<file path="config.mk">
export PLATFORM = sky130hd
export DESIGN_NAME = remote_humidity_knob_controller_unit
export DESIGN_NICKNAME = d
export VERILOG_FILES = /design/src/rtl/core/rhk_pkg.sv /design/src/rtl/core/remote_humidity_knob_controller_unit.sv /design/src/rtl/core/rhk_front.sv /design/src/rtl/core/rhk_exec.sv /design/src/rtl/core/rhk_rsp_fifo.sv
export SDC_FILE = /design/constraint.sdc
export NUM_CORES = 1
export LEC_CHECK = 0
export BUFFER_PORTS_ARGS = -buffer_cell sky130_fd_sc_hd__buf_2
export CAP_MARGIN = 10
export CELL_PAD_IN_SITES_DETAIL_PLACEMENT = 1
export CELL_PAD_IN_SITES_GLOBAL_PLACEMENT = 1
export CORE_MARGIN = 8
export CORE_UTILIZATION = 50
export DETAILED_ROUTE_END_ITERATION = 6
export GPL_TIMING_DRIVEN = 1
export PLACE_DENSITY = 0.85
export SETUP_SLACK_MARGIN = 0.3
export SYNTH_ARGS = -nofsm -noshare
export SYNTH_HDL_FRONTEND = slang
export SYNTH_SLANG_ARGS = --single-unit
</file>
<file path="constraint.sdc">
create_clock -name clock -period 22.1 [get_ports clock]
set_clock_uncertainty 0.15 [all_clocks]
set_input_delay 4.42 -clock clock [delete_from_list [all_inputs] [get_ports clock]]
set_output_delay 4.42 -clock clock [all_outputs]
set_load 0.01 [all_outputs]
</file>
<file path="src/rtl/core/rhk_pkg.sv">
// ----------------------------------------------------------------------------
// rhk_pkg
// Shared types, codes and constants for the humidity knob controller.
// ----------------------------------------------------------------------------
`default_nettype none

package rhk_pkg;

   // Field widths
   localparam int CODE_W    = 24;
   localparam int HUM_W     = 7;
   localparam int STEPS_W   = 12;
   localparam int MOVE_W    = 13;
   localparam int BAND_W    = 4;
   localparam int GOAL_W    = 7;
   localparam int DIGIT_W   = 4;
   localparam int CSR_IDX_W = 2;
   localparam int CSR_DAT_W = 12;

   // Remote button codes
   localparam logic [CODE_W-1:0] CODE_POWER = 24'hFFA25D;
   localparam logic [CODE_W-1:0] CODE_FUNC  = 24'hFFE21D;
   localparam logic [CODE_W-1:0] CODE_BACK  = 24'hFF22DD;
   localparam logic [CODE_W-1:0] CODE_NEXT  = 24'hFFC23D;

   localparam int NUM_DIGITS = 10;
   localparam logic [CODE_W-1:0] DIGIT_CODES [NUM_DIGITS] = '{
      24'hFF6897, 24'hFF30CF, 24'hFF18E7, 24'hFF7A85, 24'hFF10EF,
      24'hFF38C7, 24'hFF5AA5, 24'hFF42BD, 24'hFF4AB5, 24'hFF52AD
   };

   // Register indexes
   localparam logic [CSR_IDX_W-1:0] CSR_POWER_ON_STEPS = 2'd0;
   localparam logic [CSR_IDX_W-1:0] CSR_TRAVEL_STEPS   = 2'd1;
   localparam logic [CSR_IDX_W-1:0] CSR_UPPER_BAND     = 2'd2;
   localparam logic [CSR_IDX_W-1:0] CSR_FULL_ON_BAND   = 2'd3;

   // Register reset values
   localparam logic [STEPS_W-1:0] POWER_ON_STEPS_RESET = 12'd245;
   localparam logic [STEPS_W-1:0] TRAVEL_STEPS_RESET   = 12'd1653;
   localparam logic [BAND_W-1:0]  UPPER_BAND_RESET     = 4'd2;
   localparam logic [HUM_W-1:0]   FULL_ON_BAND_RESET   = 7'd10;

   // Steps per percent: travel / 100 by reciprocal multiply, exact below 4096
   localparam int PCT_SCALE   = 100;
   localparam int PIECE_W     = 6;
   localparam int PIECE_SHIFT = 19;
   localparam int PIECE_RECIP = ((1 << PIECE_SHIFT) + PCT_SCALE - 1) / PCT_SCALE;
   localparam int PIECE_PROD_W = STEPS_W + PIECE_SHIFT - 6;
   localparam logic [PIECE_W-1:0] PIECE_RESET = PIECE_W'(TRAVEL_STEPS_RESET / PCT_SCALE);

   localparam logic [HUM_W-1:0] PCT_FULL = 7'd100;
   localparam logic [HUM_W-1:0] PCT_ONE  = 7'd1;

   // Queue depths
   localparam int CMD_DEPTH = 2;
   localparam int RSP_DEPTH = 4;

   typedef enum logic [2:0] {
      OP_NONE,
      OP_POWER,
      OP_FUNC,
      OP_BACK,
      OP_NEXT,
      OP_DIGIT,
      OP_SAMPLE
   } op_type;

   typedef enum logic [1:0] {
      ACT_NONE,
      ACT_PCT,
      ACT_ON,
      ACT_OFF
   } act_type;

   typedef enum logic [0:0] {
      ST_PLAN,
      ST_APPLY
   } exec_state_type;

   typedef struct packed {
      op_type           op;
      logic [HUM_W-1:0] val;
   } cmd_type;

   typedef struct packed {
      logic [STEPS_W-1:0] power_on_steps;
      logic [STEPS_W-1:0] travel_steps;
      logic [BAND_W-1:0]  upper_band;
      logic [HUM_W-1:0]   full_on_band;
      logic [PIECE_W-1:0] piece;
   } cfg_type;

   typedef struct packed {
      logic                     has_move;
      logic signed [MOVE_W-1:0] move_steps;
      logic                     last_of_run;
      logic                     powered;
      logic [STEPS_W-1:0]       knob_position;
      logic [GOAL_W-1:0]        goal_percent;
      logic                     entry_mode;
   } rsp_type;

endpackage

`default_nettype wire

</file>
<file path="src/rtl/core/remote_humidity_knob_controller_unit.sv">
// ----------------------------------------------------------------------------
// remote_humidity_knob_controller_unit
// Remote code and humidity sample driven stepper knob controller.
// ----------------------------------------------------------------------------
//  Channel  | Direction | Handshake        | Contents
//  req_     | in        | valid / ready    | kind, button code, humidity
//  rsp_     | out       | valid / ready    | move, last mark, status
//  csr_     | in        | write enable     | 4 registers, 12-bit data
//
//  Each transaction is decoded on acceptance into a 2-entry command queue.
//  The executor takes a command in plan (percent and target multiply), then
//  apply (clamp, move, results), and only then plans the next command.
//  Results (1 or 2) go into a 4-entry queue; apply waits for 2 free slots.
//  Synchronous active-high reset clears control state and loads CSR defaults.
// ----------------------------------------------------------------------------
`default_nettype none

module remote_humidity_knob_controller_unit (
   input  wire logic                                 clock,
   input  wire logic                                 reset,
   input  wire logic                                 req_valid,
   output logic                                      req_ready,
   input  wire logic                                 req_kind,
   input  wire logic [rhk_pkg::CODE_W-1:0]           req_button_code,
   input  wire logic [rhk_pkg::HUM_W-1:0]            req_humidity,
   output logic                                      rsp_valid,
   input  wire logic                                 rsp_ready,
   output logic                                      rsp_has_move,
   output logic signed [rhk_pkg::MOVE_W-1:0]         rsp_move_steps,
   output logic                                      rsp_last_of_run,
   output logic                                      rsp_powered,
   output logic [rhk_pkg::STEPS_W-1:0]               rsp_knob_position,
   output logic [rhk_pkg::GOAL_W-1:0]                rsp_goal_percent,
   output logic                                      rsp_entry_mode,
   input  wire logic                                 csr_we,
   input  wire logic [rhk_pkg::CSR_IDX_W-1:0]        csr_index,
   input  wire logic [rhk_pkg::CSR_DAT_W-1:0]        csr_wdata
);

   logic [rhk_pkg::STEPS_W-1:0] pow_ff, travel_ff;
   logic [rhk_pkg::BAND_W-1:0]  upper_ff;
   logic [rhk_pkg::HUM_W-1:0]   fob_ff;
   logic [rhk_pkg::PIECE_W-1:0] piece_ff, piece_in;
   logic [rhk_pkg::PIECE_PROD_W+5:0] piece_prod;

   rhk_pkg::cfg_type cfg;
   rhk_pkg::cmd_type cmd;
   rhk_pkg::rsp_type rsp0, rsp1, rsp_head;
   logic cmd_valid, cmd_pop, rsp_room, rsp_push, rsp_two;

   always_ff @(posedge clock) begin
      if (reset) begin
         pow_ff    <= rhk_pkg::POWER_ON_STEPS_RESET;
         travel_ff <= rhk_pkg::TRAVEL_STEPS_RESET;
         upper_ff  <= rhk_pkg::UPPER_BAND_RESET;
         fob_ff    <= rhk_pkg::FULL_ON_BAND_RESET;
      end else if (csr_we) begin
         case (csr_index)
            rhk_pkg::CSR_POWER_ON_STEPS: pow_ff    <= csr_wdata;
            rhk_pkg::CSR_TRAVEL_STEPS:   travel_ff <= csr_wdata;
            rhk_pkg::CSR_UPPER_BAND:     upper_ff  <= csr_wdata[rhk_pkg::BAND_W-1:0];
            rhk_pkg::CSR_FULL_ON_BAND:   fob_ff    <= csr_wdata[rhk_pkg::HUM_W-1:0];
            default:                     pow_ff    <= pow_ff;
         endcase
      end
   end

   // steps per percent, follows travel in the next cycle
   assign piece_prod = {{(rhk_pkg::PIECE_PROD_W + 6 - rhk_pkg::STEPS_W){1'b0}}, travel_ff}
                     * (rhk_pkg::PIECE_PROD_W + 6)'(rhk_pkg::PIECE_RECIP);
   assign piece_in   = piece_prod[rhk_pkg::PIECE_SHIFT +: rhk_pkg::PIECE_W];

   always_ff @(posedge clock) begin
      if (reset) begin
         piece_ff <= rhk_pkg::PIECE_RESET;
      end else begin
         piece_ff <= piece_in;
      end
   end

   always_comb begin
      cfg.power_on_steps = pow_ff;
      cfg.travel_steps   = travel_ff;
      cfg.upper_band     = upper_ff;
      cfg.full_on_band   = fob_ff;
      cfg.piece          = piece_ff;
   end

   rhk_front u_front (
      .clock           (clock),
      .reset           (reset),
      .req_valid       (req_valid),
      .req_ready       (req_ready),
      .req_kind        (req_kind),
      .req_button_code (req_button_code),
      .req_humidity    (req_humidity),
      .cmd_valid       (cmd_valid),
      .cmd             (cmd),
      .cmd_pop         (cmd_pop)
   );

   rhk_exec u_exec (
      .clock     (clock),
      .reset     (reset),
      .cfg       (cfg),
      .cmd_valid (cmd_valid),
      .cmd       (cmd),
      .cmd_pop   (cmd_pop),
      .rsp_room  (rsp_room),
      .rsp_push  (rsp_push),
      .rsp_two   (rsp_two),
      .rsp0      (rsp0),
      .rsp1      (rsp1)
   );

   rhk_rsp_fifo u_rsp_fifo (
      .clock     (clock),
      .reset     (reset),
      .push      (rsp_push),
      .push_two  (rsp_two),
      .din0      (rsp0),
      .din1      (rsp1),
      .room      (rsp_room),
      .rsp_valid (rsp_valid),
      .rsp_ready (rsp_ready),
      .dout      (rsp_head)
   );

   assign rsp_has_move      = rsp_head.has_move;
   assign rsp_move_steps    = rsp_head.move_steps;
   assign rsp_last_of_run   = rsp_head.last_of_run;
   assign rsp_powered       = rsp_head.powered;
   assign rsp_knob_position = rsp_head.knob_position;
   assign rsp_goal_percent  = rsp_head.goal_percent;
   assign rsp_entry_mode    = rsp_head.entry_mode;

endmodule

`default_nettype wire

</file>
<file path="src/rtl/core/rhk_front.sv">
// ----------------------------------------------------------------------------
// rhk_front
// Decodes incoming transactions into commands and queues them for execution.
// ----------------------------------------------------------------------------
`default_nettype none

module rhk_front (
   input  wire logic                          clock,
   input  wire logic                          reset,
   input  wire logic                          req_valid,
   output logic                               req_ready,
   input  wire logic                          req_kind,
   input  wire logic [rhk_pkg::CODE_W-1:0]    req_button_code,
   input  wire logic [rhk_pkg::HUM_W-1:0]     req_humidity,
   output logic                               cmd_valid,
   output rhk_pkg::cmd_type                   cmd,
   input  wire logic                          cmd_pop
);

   localparam int PTR_W = $clog2(rhk_pkg::CMD_DEPTH);
   localparam int CNT_W = $clog2(rhk_pkg::CMD_DEPTH + 1);

   rhk_pkg::cmd_type dec;
   rhk_pkg::cmd_type slot_ff [rhk_pkg::CMD_DEPTH];
   logic [PTR_W-1:0] wr_ptr_ff, wr_ptr_in;
   logic [PTR_W-1:0] rd_ptr_ff, rd_ptr_in;
   logic [CNT_W-1:0] count_ff, count_in;
   logic             push;

   always_comb begin
      dec.op  = rhk_pkg::OP_NONE;
      dec.val = '0;
      if (req_kind) begin
         dec.op  = rhk_pkg::OP_SAMPLE;
         dec.val = req_humidity;
      end else if (req_button_code == rhk_pkg::CODE_POWER) begin
         dec.op = rhk_pkg::OP_POWER;
      end else if (req_button_code == rhk_pkg::CODE_FUNC) begin
         dec.op = rhk_pkg::OP_FUNC;
      end else if (req_button_code == rhk_pkg::CODE_BACK) begin
         dec.op = rhk_pkg::OP_BACK;
      end else if (req_button_code == rhk_pkg::CODE_NEXT) begin
         dec.op = rhk_pkg::OP_NEXT;
      end else begin
         for (int i = 0; i < rhk_pkg::NUM_DIGITS; i++) begin
            if (req_button_code == rhk_pkg::DIGIT_CODES[i]) begin
               dec.op  = rhk_pkg::OP_DIGIT;
               dec.val = rhk_pkg::HUM_W'(i);
            end
         end
      end
   end

   assign req_ready = (count_ff != CNT_W'(rhk_pkg::CMD_DEPTH));
   assign push      = req_valid & req_ready;
   assign cmd_valid = (count_ff != '0);
   assign cmd       = slot_ff[rd_ptr_ff];

   always_comb begin
      wr_ptr_in = push    ? wr_ptr_ff + PTR_W'(1) : wr_ptr_ff;
      rd_ptr_in = cmd_pop ? rd_ptr_ff + PTR_W'(1) : rd_ptr_ff;
      count_in  = count_ff + CNT_W'(push) - CNT_W'(cmd_pop);
   end

   always_ff @(posedge clock) begin
      if (reset) begin
         wr_ptr_ff <= '0;
         rd_ptr_ff <= '0;
         count_ff  <= '0;
      end else begin
         wr_ptr_ff <= wr_ptr_in;
         rd_ptr_ff <= rd_ptr_in;
         count_ff  <= count_in;
      end
   end

   always_ff @(posedge clock) begin
      if (push) begin
         slot_ff[wr_ptr_ff] <= dec;
      end
   end

endmodule

`default_nettype wire

</file>
<file path="src/rtl/core/rhk_exec.sv">
// ----------------------------------------------------------------------------
// rhk_exec
// Executes queued commands: plans the percent target, then applies the knob
// move and emits one or two results.
// ----------------------------------------------------------------------------
`default_nettype none

module rhk_exec (
   input  wire logic              clock,
   input  wire logic              reset,
   input  wire rhk_pkg::cfg_type  cfg,
   input  wire logic              cmd_valid,
   input  wire rhk_pkg::cmd_type  cmd,
   output logic                   cmd_pop,
   input  wire logic              rsp_room,
   output logic                   rsp_push,
   output logic                   rsp_two,
   output rhk_pkg::rsp_type       rsp0,
   output rhk_pkg::rsp_type       rsp1
);

   localparam int PROD_W = rhk_pkg::PIECE_W + rhk_pkg::HUM_W;

   rhk_pkg::exec_state_type state_ff, state_in;
   logic apply_go;

   // Architectural state
   logic [rhk_pkg::GOAL_W-1:0]  goal_ff, goal_in;
   logic [rhk_pkg::DIGIT_W-1:0] first_ff, first_in;
   logic                        digit_idx_ff, digit_idx_in;
   logic                        entry_ff, entry_in;
   logic                        user_on_ff, user_on_in;
   logic                        auto_off_ff, auto_off_in;
   logic [rhk_pkg::STEPS_W-1:0] pos_ff, pos_in;
   logic                        reached_ff, reached_in;

   // Plan to apply handoff
   rhk_pkg::act_type            act_ff, act_in;
   logic                        p_zero_ff, p_zero_in;
   logic [rhk_pkg::STEPS_W-1:0] target_ff, target_in;

   // Plan datapath
   logic [rhk_pkg::HUM_W-1:0]  p_plan;
   logic [rhk_pkg::HUM_W:0]    goal_plus_ub;
   logic [rhk_pkg::HUM_W:0]    hum_plus_fob;
   logic [rhk_pkg::HUM_W-1:0]  goal_minus_hum;
   logic [rhk_pkg::HUM_W-1:0]  digit_pct;
   logic [rhk_pkg::GOAL_W-1:0] digit_goal;
   logic [PROD_W-1:0]          target_prod;
   logic                       reached_tmp;

   // Apply datapath
   logic signed [rhk_pkg::MOVE_W-1:0] pow_pos, pow_neg, pos_neg, mv;
   logic signed [rhk_pkg::MOVE_W-1:0] c0, c1, c2, m_first, m_second;
   logic [rhk_pkg::STEPS_W-1:0]       new_pos;
   logic                              v0, v1, v2, any_move, two_moves;

   // ---------------- FSM ----------------
   always_comb begin
      case (state_ff)
         rhk_pkg::ST_PLAN:  state_in = cmd_valid ? rhk_pkg::ST_APPLY : rhk_pkg::ST_PLAN;
         rhk_pkg::ST_APPLY: state_in = rsp_room  ? rhk_pkg::ST_PLAN  : rhk_pkg::ST_APPLY;
         default:           state_in = rhk_pkg::ST_PLAN;
      endcase
   end

   always_comb begin
      cmd_pop  = 1'b0;
      apply_go = 1'b0;
      case (state_ff)
         rhk_pkg::ST_PLAN:  cmd_pop  = cmd_valid;
         rhk_pkg::ST_APPLY: apply_go = rsp_room;
         default: begin
            cmd_pop  = 1'b0;
            apply_go = 1'b0;
         end
      endcase
   end

   // ---------------- Plan ----------------
   assign goal_plus_ub   = {1'b0, goal_ff} + {4'b0, cfg.upper_band};
   assign hum_plus_fob   = {1'b0, cmd.val} + {1'b0, cfg.full_on_band};
   assign goal_minus_hum = goal_ff - cmd.val;
   assign digit_pct      = {cmd.val[3:0], 3'b0} + {2'b0, cmd.val[3:0], 1'b0};
   assign digit_goal     = {first_ff, 3'b0} + {2'b0, first_ff, 1'b0}
                         + {3'b0, cmd.val[3:0]};

   always_comb begin
      goal_in       = goal_ff;
      first_in      = first_ff;
      digit_idx_in  = digit_idx_ff;
      entry_in      = entry_ff;
      reached_in    = reached_ff;
      act_in        = rhk_pkg::ACT_NONE;
      p_plan        = '0;
      reached_tmp   = reached_ff;
      case (cmd.op)
         rhk_pkg::OP_POWER: begin
            act_in = user_on_ff ? rhk_pkg::ACT_OFF : rhk_pkg::ACT_ON;
         end
         rhk_pkg::OP_FUNC: begin
            entry_in = !entry_ff;
         end
         rhk_pkg::OP_BACK: begin
            if (entry_ff) begin
               digit_idx_in = 1'b0;
            end else begin
               act_in = rhk_pkg::ACT_PCT;
            end
         end
         rhk_pkg::OP_NEXT: begin
            if (entry_ff) begin
               entry_in = 1'b0;
            end else begin
               act_in = rhk_pkg::ACT_PCT;
               p_plan = rhk_pkg::PCT_FULL;
            end
         end
         rhk_pkg::OP_DIGIT: begin
            if (entry_ff) begin
               if (!digit_idx_ff) begin
                  first_in     = cmd.val[3:0];
                  digit_idx_in = 1'b1;
               end else begin
                  goal_in      = digit_goal;
                  digit_idx_in = 1'b0;
               end
            end else begin
               act_in = rhk_pkg::ACT_PCT;
               p_plan = digit_pct;
            end
         end
         rhk_pkg::OP_SAMPLE: begin
            if (!entry_ff && (goal_ff != '0) && user_on_ff) begin
               // hysteresis: clear below goal, set at goal plus band
               if (reached_tmp && (cmd.val < goal_ff)) begin
                  reached_tmp = 1'b0;
               end
               if (!reached_tmp && ({1'b0, cmd.val} >= goal_plus_ub)) begin
                  reached_tmp = 1'b1;
               end
               reached_in = reached_tmp;
               act_in     = rhk_pkg::ACT_PCT;
               if (reached_tmp) begin
                  p_plan = '0;
               end else if (cmd.val >= goal_ff) begin
                  p_plan = rhk_pkg::PCT_ONE;
               end else if (hum_plus_fob < {1'b0, goal_ff}) begin
                  p_plan = rhk_pkg::PCT_FULL;
               end else if (goal_minus_hum > rhk_pkg::PCT_FULL) begin
                  p_plan = rhk_pkg::PCT_FULL;
               end else begin
                  p_plan = goal_minus_hum;
               end
            end
         end
         default: begin
            act_in = rhk_pkg::ACT_NONE;
         end
      endcase
   end

   assign target_prod = {{rhk_pkg::HUM_W{1'b0}}, cfg.piece} * {{rhk_pkg::PIECE_W{1'b0}}, p_plan};
   assign target_in   = target_prod[rhk_pkg::STEPS_W-1:0];
   assign p_zero_in   = (p_plan == '0);

   // ---------------- Apply ----------------
   assign pow_pos = signed'({1'b0, cfg.power_on_steps});
   assign pow_neg = -pow_pos;
   assign pos_neg = -signed'({1'b0, pos_ff});
   assign new_pos = (target_ff > cfg.travel_steps) ? cfg.travel_steps : target_ff;
   assign mv      = signed'({1'b0, new_pos}) - signed'({1'b0, pos_ff});

   always_comb begin
      c0          = '0;
      c1          = '0;
      c2          = '0;
      pos_in      = pos_ff;
      user_on_in  = user_on_ff;
      auto_off_in = auto_off_ff;
      case (act_ff)
         rhk_pkg::ACT_ON: begin
            c0         = pow_pos;
            pos_in     = '0;
            user_on_in = 1'b1;
         end
         rhk_pkg::ACT_OFF: begin
            c1         = pos_neg;
            c2         = pow_neg;
            pos_in     = '0;
            user_on_in = 1'b0;
         end
         rhk_pkg::ACT_PCT: begin
            // ignore when off, or a zero request while already soft off
            if (user_on_ff && !(auto_off_ff && p_zero_ff)) begin
               if (auto_off_ff) begin
                  c0 = pow_pos;
               end
               c1     = mv;
               pos_in = new_pos;
               if (p_zero_ff) begin
                  c2          = pow_neg;
                  auto_off_in = 1'b1;
               end else begin
                  auto_off_in = 1'b0;
               end
            end
         end
         default: begin
            c0 = '0;
         end
      endcase
   end

   // drop zero-length moves and pack the rest
   always_comb begin
      v0        = (c0 != '0);
      v1        = (c1 != '0);
      v2        = (c2 != '0);
      any_move  = v0 | v1 | v2;
      two_moves = (v0 & v1) | (v0 & v2) | (v1 & v2);
      m_first   = v0 ? c0 : (v1 ? c1 : c2);
      m_second  = (v0 & v1) ? c1 : c2;
   end

   always_comb begin
      rsp0.has_move      = any_move;
      rsp0.move_steps    = any_move ? m_first : '0;
      rsp0.last_of_run   = !two_moves;
      rsp0.powered       = user_on_in;
      rsp0.knob_position = pos_in;
      rsp0.goal_percent  = goal_ff;
      rsp0.entry_mode    = entry_ff;
      rsp1               = rsp0;
      rsp1.move_steps    = m_second;
      rsp1.last_of_run   = 1'b1;
   end

   assign rsp_push = apply_go;
   assign rsp_two  = apply_go & two_moves;

   // ---------------- Registers ----------------
   always_ff @(posedge clock) begin
      if (reset) begin
         state_ff     <= rhk_pkg::ST_PLAN;
         goal_ff      <= '0;
         first_ff     <= '0;
         digit_idx_ff <= 1'b0;
         entry_ff     <= 1'b0;
         user_on_ff   <= 1'b0;
         auto_off_ff  <= 1'b0;
         pos_ff       <= '0;
         reached_ff   <= 1'b0;
         act_ff       <= rhk_pkg::ACT_NONE;
      end else begin
         state_ff <= state_in;
         if (cmd_pop) begin
            goal_ff      <= goal_in;
            first_ff     <= first_in;
            digit_idx_ff <= digit_idx_in;
            entry_ff     <= entry_in;
            reached_ff   <= reached_in;
            act_ff       <= act_in;
         end
         if (apply_go) begin
            user_on_ff  <= user_on_in;
            auto_off_ff <= auto_off_in;
            pos_ff      <= pos_in;
         end
      end
   end

   always_ff @(posedge clock) begin
      if (cmd_pop) begin
         p_zero_ff <= p_zero_in;
         target_ff <= target_in;
      end
   end

endmodule

`default_nettype wire

</file>
<file path="src/rtl/core/rhk_rsp_fifo.sv">
// ----------------------------------------------------------------------------
// rhk_rsp_fifo
// Result queue: takes 1 or 2 results a cycle, delivers one a cycle when ready.
// ----------------------------------------------------------------------------
`default_nettype none

module rhk_rsp_fifo (
   input  wire logic              clock,
   input  wire logic              reset,
   input  wire logic              push,
   input  wire logic              push_two,
   input  wire rhk_pkg::rsp_type  din0,
   input  wire rhk_pkg::rsp_type  din1,
   output logic                   room,
   output logic                   rsp_valid,
   input  wire logic              rsp_ready,
   output rhk_pkg::rsp_type       dout
);

   localparam int PTR_W = $clog2(rhk_pkg::RSP_DEPTH);
   localparam int CNT_W = $clog2(rhk_pkg::RSP_DEPTH + 1);

   rhk_pkg::rsp_type slot_ff [rhk_pkg::RSP_DEPTH];
   logic [PTR_W-1:0] wr_ptr_ff, wr_ptr_in;
   logic [PTR_W-1:0] rd_ptr_ff, rd_ptr_in;
   logic [CNT_W-1:0] count_ff, count_in;
   logic             pop;

   assign rsp_valid = (count_ff != '0);
   assign dout      = slot_ff[rd_ptr_ff];
   assign pop       = rsp_valid & rsp_ready;
   // the writer must write only when two slots are free; not enforced here
   assign room      = (count_ff <= CNT_W'(rhk_pkg::RSP_DEPTH - 2));

   always_comb begin
      wr_ptr_in = wr_ptr_ff + PTR_W'(push) + PTR_W'(push_two);
      rd_ptr_in = rd_ptr_ff + PTR_W'(pop);
      count_in  = count_ff + CNT_W'(push) + CNT_W'(push_two) - CNT_W'(pop);
   end

   always_ff @(posedge clock) begin
      if (reset) begin
         wr_ptr_ff <= '0;
         rd_ptr_ff <= '0;
         count_ff  <= '0;
      end else begin
         wr_ptr_ff <= wr_ptr_in;
         rd_ptr_ff <= rd_ptr_in;
         count_ff  <= count_in;
      end
   end

   always_ff @(posedge clock) begin
      if (push) begin
         slot_ff[wr_ptr_ff] <= din0;
      end
      if (push_two) begin
         slot_ff[wr_ptr_ff + PTR_W'(1)] <= din1;
      end
   end

endmodule

`default_nettype wire
</file>
== Word level (Yosys, flattened, before mapping) ==
Memory sizes are Yosys's and may differ from the RTL's. A register that Yosys moved wholly into a read port is not among the register bits.
Index checks and enable logic that the tools add are counted.
Storage, ports and cells
  output and inout port bits: 38
  memories kept: 2
  flip-flop bits (word level): 96
  RAM bits: 164
  bits of input ports: 51
  word-level logic and storage cells: 200
Memories
  u_rsp_fifo.slot_ff: words 4, width 36, rd ports 1, clocked after memory_dff 1, write ports 2, RTL line rhk_rsp_fifo.sv:23  | rhk_pkg::rsp_type slot_ff [rhk_pkg::RSP_DEPTH];
  u_front.slot_ff: words 2, width 10, rd ports 1, clocked after memory_dff 1, write ports 1, RTL line rhk_front.sv:24  | rhk_pkg::cmd_type slot_ff [rhk_pkg::CMD_DEPTH];
Operators by class
  add/subtract/negate cells: 20
  bitwise gates (word level): 12
  $lt $le $gt $ge: 7
  equality and inequality tests: 29
  mux-type cells: 73
  reduce and logical (&&, ||, !) cells: 32
  multiply operators: 2
Operators with widths (number)
  $eq 24x24->1 const B: 14
  $mux 10: 11
  $mux 13: 8
  $pmux 13 s2: 3
  $mux 7: 11
  $reduce_bool 13->1: 3
  $mux 12: 3
  $neg 12->13: 2
  $mul 12x13->25 const B: 1
  $mux 1: 25
  $pmux 12 s2: 1
  $pmux 7 s3: 1
  $add 7x5->7: 2
  $sub 12x12->13: 1
  $gt 12x12->1: 1
  $mul 6x7->12: 1
  $mux 3: 4
  $reduce_and 4->1: 3
  $reduce_and 2->1: 5
  $eq 3x3->1 const B: 3
  $add 2x1->2: 4
  $add 7x4->8: 1
  $add 7x7->8: 1
  $eq 2x2->1 const B: 4
  other kinds (34): 62

== Longest topological paths before layout ==
Gate-level depths: netlist of the first run.
  depth in word-level cells: 16
  gate-level depth with buffers: 34
  mapped depth without buffers: 33

== Cells and area by module ==
Synthesis of the first run repeated with hierarchy kept, for this count alone.
Unflattened totals
  cell total of the unflattened synthesis: 1873
  area, all modules: 20354.5 um^2
Modules (own cells, without submodules)
  rhk_rsp_fifo: sequential area each 4464.3 um^2, area each 7767.4 um^2, times used 1, cells each 392
  rhk_exec: sequential area each 1011.0 um^2, area each 6864.1 um^2, times used 1, cells each 891
  remote_humidity_knob_controller_unit: sequential area each 820.8 um^2, area each 4214.0 um^2, times used 1, cells each 454
  rhk_front: sequential area each 700.7 um^2, area each 1508.9 um^2, times used 1, cells each 136

== Worst setup path before layout of the first run ==
Ideal clock, no wire load.
  path kind: register to register
  start point: register with a tool-made name
  end point: register u_exec.target_ff[11] in the netlist's numbering, data pin
  stages on the path, launching flop included: 34
  clock period less this slack: 7.694 ns
  library setup time: 0.260 ns
  arrival time: 7.284 ns
  slack: 14.406 ns
  buffers on the path: 1
  data required time: 21.690 ns
  cells stage by stage: dfxtp_1 -> clkbuf_1 -> mux2i_1 -> inv_1 -> ha_1 -> a21o_1 -> a21o_1 -> a21oi_1 -> nor2_1 -> nor2_1 -> xnor2_1 -> ha_1 -> a211oi_1 -> o21ai_0 -> a221oi_1 -> a31oi_1 -> nor3b_1 -> a22oi_1 -> nor2b_1 -> fa_1 -> inv_1 -> fa_1 -> inv_1 -> fa_1 -> ha_1 -> nor2b_1 -> o21ai_0 -> a21boi_0 -> o21a_1 -> o21ai_0 -> nand2b_1 -> a21oi_1 -> xnor2_1 -> xnor2_1
RTL lines
  end signal: assignment: RTL line rhk_exec.sv:276  | target_ff <= target_in;
  end: declaration: RTL line rhk_exec.sv:40  | logic [rhk_pkg::STEPS_W-1:0] target_ff, target_in;

==> run metrics, run 1 <==
die area=43100 sq um; Synth Net Count=2041; row cnt=70; drt wl/cell=22.97 um; outcome=complete, no violations; initial antenna violation count=0; CTS Sinks=261; Hold Path Class=reg -> reg; Tightest Pin Transition=1.072 ns; hold_ws=0.3344 ns; Synth Register Bits=261; clock-pin slew on the worst setup and hold paths=0.07 ns; layout cells sized above 1=12.93%; worst skew pair latency=0.57 ns; number of global-route vias before repair=15344; Routed WL=52680 um; TNS Setup=0 ns; switching pwr=0.7306 mW; largest net degree at the start of global routing=85; Avg Cell Area, Syn=10.57 sq um; Worst setup SP type=flop; Mapped Area=18360 sq um; Peak supply drop=0.05711 mV; Place WS=13.57 ns; endpoints failing setup=0; fin worst setup slack=13.42 ns; WP data arrival=8.84 ns; P_int=1.183 mW; Setup crit end kind=flop; TritonCTS buffer count=28; top cell types by occurrence after synthesis=ha_1 (177), edfxtp_1 (173), inv_1 (171); crit path max fanout=11; number of synthesized flops with an enable pin=173; P&R area growth vs syn=9.528%; Yosys warnings=0; slowest CP cell=dfxtp_1; Final period util=39.28%; Largest stage delay, worst path=0.65 ns; n_diodes=0; CTS tree=yes; post-CTS setup buffers=0; first-pass GRT wire length=83920 um; top_reg_cell synth=edfxtp_1; core area=36350 sq um; Crit path max-delay family=compound AO/OA/AOI/OAI gates; worst r2r dst=u_exec.target_ff[11]$_DFFE_PP_; DRT antenna net count=0; reg2reg setup slack=13.42 ns; Comb power frac=43.0%; number of buffers added on ports=88; most frequent cell after synthesis=ha_1; final hold viol count=0; htree depth=1; total area of sequential cells=6958 sq um; RSZ-0062 raised after global routing=no; chip height=207.6 um; die width=207.6 um; DR pass1 iterations=7; kind of critical path=reg -> reg; initial core utilization=50.51%; Layout Nets=2107; CTS resizes=0; Hold Path Depth=2; max-cap viol count=0; FFs w/ async S/R, synth=0%; filler cell count=3931; Reg power frac=33.5%; FF-to-FF path depth=32; 1st-iter DRT viols=824; Final min period=8.680 ns; Post-CTS Hold Buffers=0; synth unique cells=81; Worst Path Required=22.26 ns; switching share of power=38.19%; clk buf depth=3; hold_sp=fob_ff[6]$_SDFFE_PP0P_; Slew HR=28.08%; dpl hpwl=40260 um; Bufs and invs on worst path=3; Synth Instances=1737; drt via density=6.100; Total Routing Usage GR=24.01%; Yosys top cell area share=28.30%; Cell Pwr Density=95.15 nW/um^2; FMAX=115.2 MHz; Pleak=7.987 nW; Clock Tree Root=clkbuf_16; via count=13988; GRT Residual Overflow=0; Clk pwr share=23.5%; top cells by area, synth=edfxtp_1 (28%), ha_1 (12%), dfxtp_1 (9.6%), fa_1 (8.3%), mux4_2 (4.4%); multi-input logic area=10440 sq um; gpl congestion=0.9277; drc violations=0; Worst Hold End=fob_ff[6]$_SDFFE_PP0P_; sequential share of the synthesized area=37.90%; post-synth top area cell=edfxtp_1; max-slew violation count=0; I/O pins=89
[through the flow]
stage                     total power [mW]  util [%]  cells  cell area [sq um]
after detailed placement             1.469     52.90   2241              19230
after floorplan                      1.206         -   1737              18360
after CTS                            1.926     55.32   2293              20110
after global placement               1.414     52.90   2241              19230
final                                1.913     55.32   2293              20110
after global routing                 2.032     55.32   2293              20110
[worst max-delay path by stage]
stage | slack, ns | cells past startpoint | to | startpoint
2_1_floorplan | 14.41 | 33 | u_exec.target_ff[11]$_DFFE_PP_ | flop
4_1_cts | 13.46 | 32 | u_exec.target_ff[11]$_DFFE_PP_ | flop
5_1_grt | 12.69 | 32 | u_exec.target_ff[11]$_DFFE_PP_ | flop
6_report | 13.42 | 32 | u_exec.target_ff[11]$_DFFE_PP_ | flop
3_3_place_gp | 13.95 | 32 | u_exec.target_ff[11]$_DFFE_PP_ | flop
3_5_place_dp | 13.57 | 32 | u_exec.target_ff[11]$_DFFE_PP_ | flop
[tightest hold or removal path, cell delays in order, from the launching register on]
cell and delay [ns]:
dfxtp_1 0.32, nand2_1 0.06, a21oi_1 0.06
[power groups by stage]
stage               registers [mW]  clock network [mW]  logic, mW
global route                 0.648               0.473      0.911
global placement             0.644                   0      0.770
finish                       0.642               0.449      0.822
detailed placement           0.652                   0      0.818
floorplan                    0.625                   0      0.581
CTS                          0.642               0.455      0.828
[layout by cell type (no fill, tap or decap), types with 8 or more instances in the layout]
cell,n
nor2b_1,28
mux4_2,36
a211oi_1,15
nor3_1,21
o21a_1,18
nand2_1,96
xor2_1,20
and3_1,10
xnor2_1,39
o22ai_1,47
a21o_1,27
ha_1,177
clkinv_1,8
a211o_1,18
nand2b_1,29
nor2_1,155
and2_1,24
buf_2,88
clkbuf_16,28
or2_2,11
buf_4,20
mux2_2,20
nand4_1,8
or3_1,11
o21ai_0,43
edfxtp_1,173
a22oi_1,28
inv_1,169
mux2i_1,27
a21oi_1,105
dfxtp_1,87
nand3b_1,9
nand3_1,12
fa_1,76
[flip-flops by register name, summed over array words and instances (netlist names), 3 cells and up, named ones only]
name,cells
upper_ff,4
u_exec.first_ff,4
fob_ff,7
travel_ff,12
u_front.slot_ff,20
pow_ff,12
u_exec.pos_ff,12
u_exec.target_ff,12
u_rsp_fifo.slot_ff,144
piece_ff,6
u_exec.goal_ff,7
u_rsp_fifo.count_ff,3
[final cells by class]
class | count | share of cell area [%]
tap | 468 | 2.912
multi-input combinational | 1230 | 51.92
sequential | 261 | 34.60
clock inverter | 18 | 0.7281
clock buffer | 34 | 3.647
inverter | 174 | 3.248
timing repair buffer | 108 | 2.937
[kinds of logic (layout without fill, tap and decap cells)]
kind of cell | after synthesis | after routing | synth area share, %
compound gates | 396 | 396 | 14.83
xor+xnor | 59 | 59 | 2.815
fa+ha+maj | 253 | 253 | 20.35
buf+inv | 246 | 334 | 5.303
flops | 261 | 261 | 37.90
mux | 83 | 83 | 7.116
simple gates | 439 | 439 | 11.69
[layer usage]
layer	vias up	track usage, %	share of wire, %
met1	7058	28.48	40
met3	104	2.808	4.4
met5	-	0	0
met2	413	44.81	53
li1	6413	-	-
met4	0	7.513	2.9
(Power assumes the default switching activity.)
==> inputs of run 2 (changes only) <==
--- a/config.mk
+++ b/config.mk
@@ -10,10 +10,10 @@
 export CELL_PAD_IN_SITES_DETAIL_PLACEMENT = 1
 export CELL_PAD_IN_SITES_GLOBAL_PLACEMENT = 1
 export CORE_MARGIN = 8
-export CORE_UTILIZATION = 50
+export CORE_UTILIZATION = 46
 export DETAILED_ROUTE_END_ITERATION = 6
 export GPL_TIMING_DRIVEN = 1
-export PLACE_DENSITY = 0.85
+export PLACE_DENSITY = 0.82
 export SETUP_SLACK_MARGIN = 0.3
 export SYNTH_ARGS = -nofsm -noshare
 export SYNTH_HDL_FRONTEND = slang
==> constraint.sdc (replaced) <==
create_clock -name clock -period 7.5 [get_ports clock]
set_clock_uncertainty 0.15 [all_clocks]
set_input_delay 1.5 -clock clock [delete_from_list [all_inputs] [get_ports clock]]
set_output_delay 1.5 -clock clock [all_outputs]
set_load 0.01 [all_outputs]
==> run metrics, run 2 (synthesis results as in run 1) <==
Worst setup SP type=flop; worst skew pair latency=0.55 ns (-0.02 ns); kind of critical path=reg -> reg; Post-CTS Hold Buffers=0 (unchanged); Hold Path Class=reg -> reg; Routed WL=55470 um (+5.3%); clock-pin slew on the worst setup and hold paths=0.06 ns (about the same); WP data arrival=7.24 ns (-1.60 ns); Final min period=7.096 ns (-1.584 ns); DRT antenna net count=0 (unchanged); Final period util=94.61% (+55 points); layout cells sized above 1=16.94% (+4.0 points); Peak supply drop=0.1626 mV (+180%); commonest non-fill, non-tap cell in the layout=edfxtp_1; Slew HR=29.15% (+1.1 points); initial core utilization=46.42% (-4.1 points); outcome=complete, no violations; FMAX=140.9 MHz (+22%); max-slew violation count=0 (unchanged); Cell Pwr Density=282.1 nW/um^2 (+200%); slowest CP cell=fa_2; max reg flops=144 (unchanged); met1 Use GR=27.54% (-0.94 points); Clock Tree Root=clkbuf_16; hold_ws=0.3263 ns (-0.008084 ns); Largest Register=u_rsp_fifo.slot_ff; DP Area=19580 sq um (+1.8%); first-pass GRT wire length=87300 um (+4.0%); TritonCTS buffer count=29 (+3.6%); endpoints failing setup=0 (unchanged); die width=215.8 um (+3.9%); via count=14376 (+2.8%); max-cap viol count=0 (unchanged); 1st-iter DRT viols=856 (+3.9%); number of global-route vias before repair=15703 (+2.3%); biggest regs=u_rsp_fifo.slot_ff: 144 flops, u_front.slot_ff: 20 flops; P&R area growth vs syn=13.01%; final hold viol count=0 (unchanged); Pleak=8.256 nW (+3.4%); crit path max fanout=4 (-7); htree depth=1 (unchanged); n_diodes=0 (unchanged); routing usage on met2=42.41% (-2.4 points); chip height=215.8 um (+3.9%); Layout Nets=2157 (+2.4%); Cell Count, Final, Fillers Out=2396 (+4.5%); overall power=5.853 mW (+210%); core area=39550 sq um (+8.8%); largest net degree at the start of global routing=85 (unchanged); CTS tree=yes; row cnt=73 (+4.3%); gpl congestion=0.9096 (-2.0%); Inst Count DP=2333 (+4.1%); global route hottest layer=met2; clk buf depth=3 (unchanged); Largest stage delay, worst path=0.59 ns (-0.06 ns); Worst Path Required=7.64 ns (-14.62 ns); DR pass1 iterations=5 (-2); GRT Residual Overflow=0 (unchanged); most frequent cells in the layout=edfxtp_1 (173), ha_1 (171), inv_1 (168); drt wl/cell=23.15 um (+0.77%); initial antenna violation count=1 (+1); drc violations=0 (unchanged); dpl hpwl=41100 um (+2.1%); Setup crit end kind=flop; RSZ-0062 raised after global routing=yes; CTS Sinks=261 (unchanged); I/O pins=89 (unchanged); number of buffers added on ports=88 (unchanged); drt via density=6.000 (-1.6%); Total Routing Usage GR=23.14% (-0.87 points); Tightest Pin Transition=1.060 ns (-0.01189 ns); design area=20750 sq um (+3.2%); M3 GR Usage=3.147% (+0.34 points); die area=46560 sq um (+8.0%)
run 2: cell types whose count changed in the layout (fill, tap and decap cells not counted), sizes merged:
cell,delta
buf,+48
clkbuf,-1
clkinv,+1
clkinvlp,-2
run 2: worst paths after layout:
check                                    startpoint                                     end  slack, ns  cells past startpoint
max                                            flop          u_exec.target_ff[11]$_DFFE_PP_       0.40                     33
max reg2reg                                    flop          u_exec.target_ff[11]$_DFFE_PP_       0.40                     33
min          u_rsp_fifo.slot_ff[3][21]$_SDFFE_PP1P_  u_rsp_fifo.slot_ff[3][21]$_SDFFE_PP1P_       0.33                      2
min reg2reg  u_rsp_fifo.slot_ff[3][21]$_SDFFE_PP1P_  u_rsp_fifo.slot_ff[3][21]$_SDFFE_PP1P_       0.33                      2
run 2: layer usage:
metal | wire, um | vias up
met5 | 13 | -
met4 | 1923 | 2
met3 | 2753 | 135
met2 | 28830 | 458
met1 | 21940 | 7278
li1 | - | 6503
run 2: final cells by class:
| class | instances | area [sq um] |
|---|---|---|
| Clock buffer | 32 | 737.0 |
| Multi-Input combinational cell | 1230 | 10650 |
| Inverter | 174 | 653.1 |
| Tap cell | 525 | 656.9 |
| Clock inverter | 17 | 121.4 |
| Sequential cell | 261 | 6962 |
| Fill cell | 4313 | 18800 |
| Timing Repair Buffer | 157 | 962.2 |
run 2: power breakdown:
part           internal [mW]  leakage (nW)  total [mW]  switching [mW]
logic                   1.13          5.57        2.64            1.51
registers               1.75          2.28        1.89           0.139
clock network          0.736         0.413        1.32           0.586
total                   3.61          8.26        5.85            2.24
run 2: worst max-delay path: cells and delay by family (launching register included):
family                     cells  cell delay (ns)
adders and majority gates      6             2.45
AOI/OAI and AO/OA             12             2.04
buffers and inverters          7             0.74
and+or+nand+nor                4             0.50
DFF                            1             0.36
xor gates and xnor gates       3             0.35
muxes                          1             0.22
run 2: stage by stage:
| stage | setup slack [ns] | TNS [ns] | util [%] |
|---|---|---|---|
| final | 0.4043 | 0 | 52.46 |
| after detailed placement | -0.2702 | -0.2702 | 49.50 |
| after global routing | 0.1420 | 0 | 52.46 |
| after global placement | 0.1598 | 0 | 49.50 |
| after CTS | 0.3145 | 0 | 51.90 |
| after floorplan | 0.3098 | 0 | - |
run 2: repair_timing:
item | in CTS | in global routing
setup buffers | 3 | 10
endpoints found under the setup margin | 3 | 3
gates resized for setup | 17 | 29
pin swaps | 7 | 32
==> inputs of run 3 (changes only) <==
--- a/config.mk
+++ b/config.mk
@@ -11,9 +11,11 @@
 export CELL_PAD_IN_SITES_GLOBAL_PLACEMENT = 1
 export CORE_MARGIN = 8
 export CORE_UTILIZATION = 46
+export CTS_CLUSTER_SIZE = 40
 export DETAILED_ROUTE_END_ITERATION = 6
 export GPL_TIMING_DRIVEN = 1
 export PLACE_DENSITY = 0.82
+export RECOVER_POWER = 100
 export SETUP_SLACK_MARGIN = 0.3
 export SYNTH_ARGS = -nofsm -noshare
 export SYNTH_HDL_FRONTEND = slang
==> run metrics, run 3 (synthesis results as in run 1) <==
Largest Register=u_rsp_fifo.slot_ff; largest net degree at the start of global routing=85 (unchanged); RSZ-0062 raised after global routing=yes; slowest CP cell=fa_1; Cell Pwr Density=287.6 nW/um^2 (+1.9%); worst r2r dst=u_exec.target_ff[11]$_DFFE_PP_; clk buf depth=3 (unchanged); GRT Residual Overflow=0 (unchanged); Peak supply drop=0.1649 mV (+1.4%); first-pass GRT wire length=86800 um (-0.57%); FMAX=140.4 MHz (-0.34%); failing checks=capacitance limit, slew limit; number of buffers added on ports=88 (unchanged); met2 WL post-DR=28200 um (-2.2%); worst skew pair latency=0.56 ns (about the same); Final Util=52.60% (+0.14 points); Setup crit end kind=flop; endpoints failing setup=0 (unchanged); max reg flops=144 (unchanged); crit path max fanout=4 (unchanged); WP data arrival=7.27 ns (+0.03 ns); Slew HR=-163.7% (-190 points); Pleak=8.223 nW (-0.40%); dpl hpwl=41100 um (unchanged); DR top layer=met5; drt via density=6.008 (+0.14%); Routed WL=55350 um (-0.21%); Post-CTS Hold Buffers=0 (unchanged); via count=14426 (+0.35%); chip height=215.8 um (unchanged); DP Area=19580 sq um (unchanged); outcome=finished, violations left; die area=46560 sq um (unchanged); n_diodes=0 (unchanged); Setup crit end=u_exec.target_ff[11]$_DFFE_PP_; Hold Path Class=reg -> reg; TritonCTS buffer count=30 (+3.4%); Final min period=7.120 ns (+0.02447 ns); CTS Sinks=261 (unchanged); final hold viol count=0 (unchanged); drc violations=0 (unchanged); WL met1=21970 um (+0.14%); number of global-route vias before repair=15782 (+0.50%); DR pass1 iterations=5 (unchanged); Final period util=94.94% (+0.33 points); max-cap viol count=2 (+2); gpl congestion=0.9096 (unchanged); Tightest Pin Transition=3.955 ns (+2.895 ns); Place WS=-0.2702 ns (unchanged); die width=215.8 um (unchanged); FF-to-FF path depth=34 (+3.0%); reg2reg setup slack=0.38 ns (-0.02 ns); fin worst setup slack=0.3798 ns (-0.02447 ns); layout cells sized above 1=14.77% (-2.2 points); 1st-iter DRT viols=918 (+7.2%); max-slew violation count=123 (+123); core area=39550 sq um (unchanged); Worst setup SP type=flop; kind of critical path=reg -> reg; Clock Tree Root=clkbuf_16; Total Routing Usage GR=22.94% (-0.20 points); Worst Path Required=7.65 ns (about the same); htree depth=1 (unchanged); row cnt=73 (unchanged); Layout Nets=2160 (+0.14%); CTS tree=yes; drt wl/cell=23.05 um (-0.42%); design area=20800 sq um (+0.27%); met3 wire len=2914 um (+5.8%); most frequent cells in the layout=edfxtp_1 (173), ha_1 (172), inv_1 (167); initial antenna violation count=1 (unchanged); initial core utilization=46.42% (unchanged); TNS Setup=0 ns (unchanged); P&R area growth vs syn=13.32%; commonest non-fill, non-tap cell in the layout=edfxtp_1; I/O pins=89 (unchanged); overall power=5.982 mW (+2.2%); clock-pin slew on the worst setup and hold paths=0.06 ns (about the same); Largest stage delay, worst path=0.53 ns (-0.06 ns); biggest regs=u_rsp_fifo.slot_ff: 144 flops, u_front.slot_ff: 20 flops; DRT antenna net count=0 (unchanged)
-- run 3: cell count changes in the layout (fill, tap and decap cells not counted), sizes merged --
cell      delta
clkbuf      +49
bufinv       +2
clkinvlp     -3
inv          +1
clkinv       -5
buf         -39
-- run 3: worst max-delay path, delay by kind of cell, from the launching register on --
family / cells / cell delay (ns)
compound gates: 13 / 2.00
xor+xnor: 3 / 0.42
fa+ha+maj: 6 / 2.31
buf+inv: 5 / 0.67
flops: 1 / 0.36
mux: 1 / 0.24
simple gates: 6 / 0.72
-- run 3: how the worst min path moves through the flow --
stage,start,end,slack (ns),cells after the start
2_1_floorplan,u_rsp_fifo.slot_ff[3][21]$_SDFFE_PP1P_,u_rsp_fifo.slot_ff[3][21]$_SDFFE_PP1P_,0.28,2
3_3_place_gp,u_rsp_fifo.slot_ff[1][21]$_SDFFE_PP1P_,u_rsp_fifo.slot_ff[1][21]$_SDFFE_PP1P_,0.29,2
3_5_place_dp,u_rsp_fifo.slot_ff[3][21]$_SDFFE_PP1P_,u_rsp_fifo.slot_ff[3][21]$_SDFFE_PP1P_,0.32,2
4_1_cts,u_rsp_fifo.slot_ff[1][21]$_SDFFE_PP1P_,u_rsp_fifo.slot_ff[1][21]$_SDFFE_PP1P_,0.33,2
5_1_grt,u_rsp_fifo.slot_ff[3][21]$_SDFFE_PP1P_,u_rsp_fifo.slot_ff[3][21]$_SDFFE_PP1P_,0.35,2
6_report,u_rsp_fifo.slot_ff[1][21]$_SDFFE_PP1P_,u_rsp_fifo.slot_ff[1][21]$_SDFFE_PP1P_,0.33,2
-- run 3: report_power, final --
| group | leakage, nW | switching [mW] | total [mW] | internal [mW] |
|---|---|---|---|---|
| clock network | 0.475 | 0.586 | 1.46 | 0.871 |
| logic | 5.47 | 1.52 | 2.63 | 1.11 |
| registers | 2.28 | 0.143 | 1.89 | 1.75 |
-- run 3: through the flow --
stage               hold slack, ns  instances
CTS                         0.3262       2388
global placement            0.2896       2333
detailed placement          0.3173       2333
finish                      0.3252       2401
floorplan                   0.2819       1737
global route                0.3507       2401
-- run 3: cell type report --
cell class | count | area [sq um]
Timing Repair Buffer | 159 | 915.9
Multi-Input combinational cell | 1230 | 10650
Fill cell | 4295 | 18750
Clock inverter | 12 | 136.4
Inverter | 174 | 653.1
Clock buffer | 40 | 829.5
Tap cell | 525 | 656.9
Sequential cell | 261 | 6962
-- run 3: timing repair --
action / 4_1_cts / 5_1_grt
resized for setup: 16 / 30
pin swaps: 7 / 36
setup endpoints to repair: 3 / 3
setup buffers: 3 / 12
-- run 3: layer usage --
metal	vias to the layer above	track usage [%]
li1	6500	-
met1	7250	27.53
met2	519	41.63
met3	155	2.937
met4	2	8.148
met5	-	0
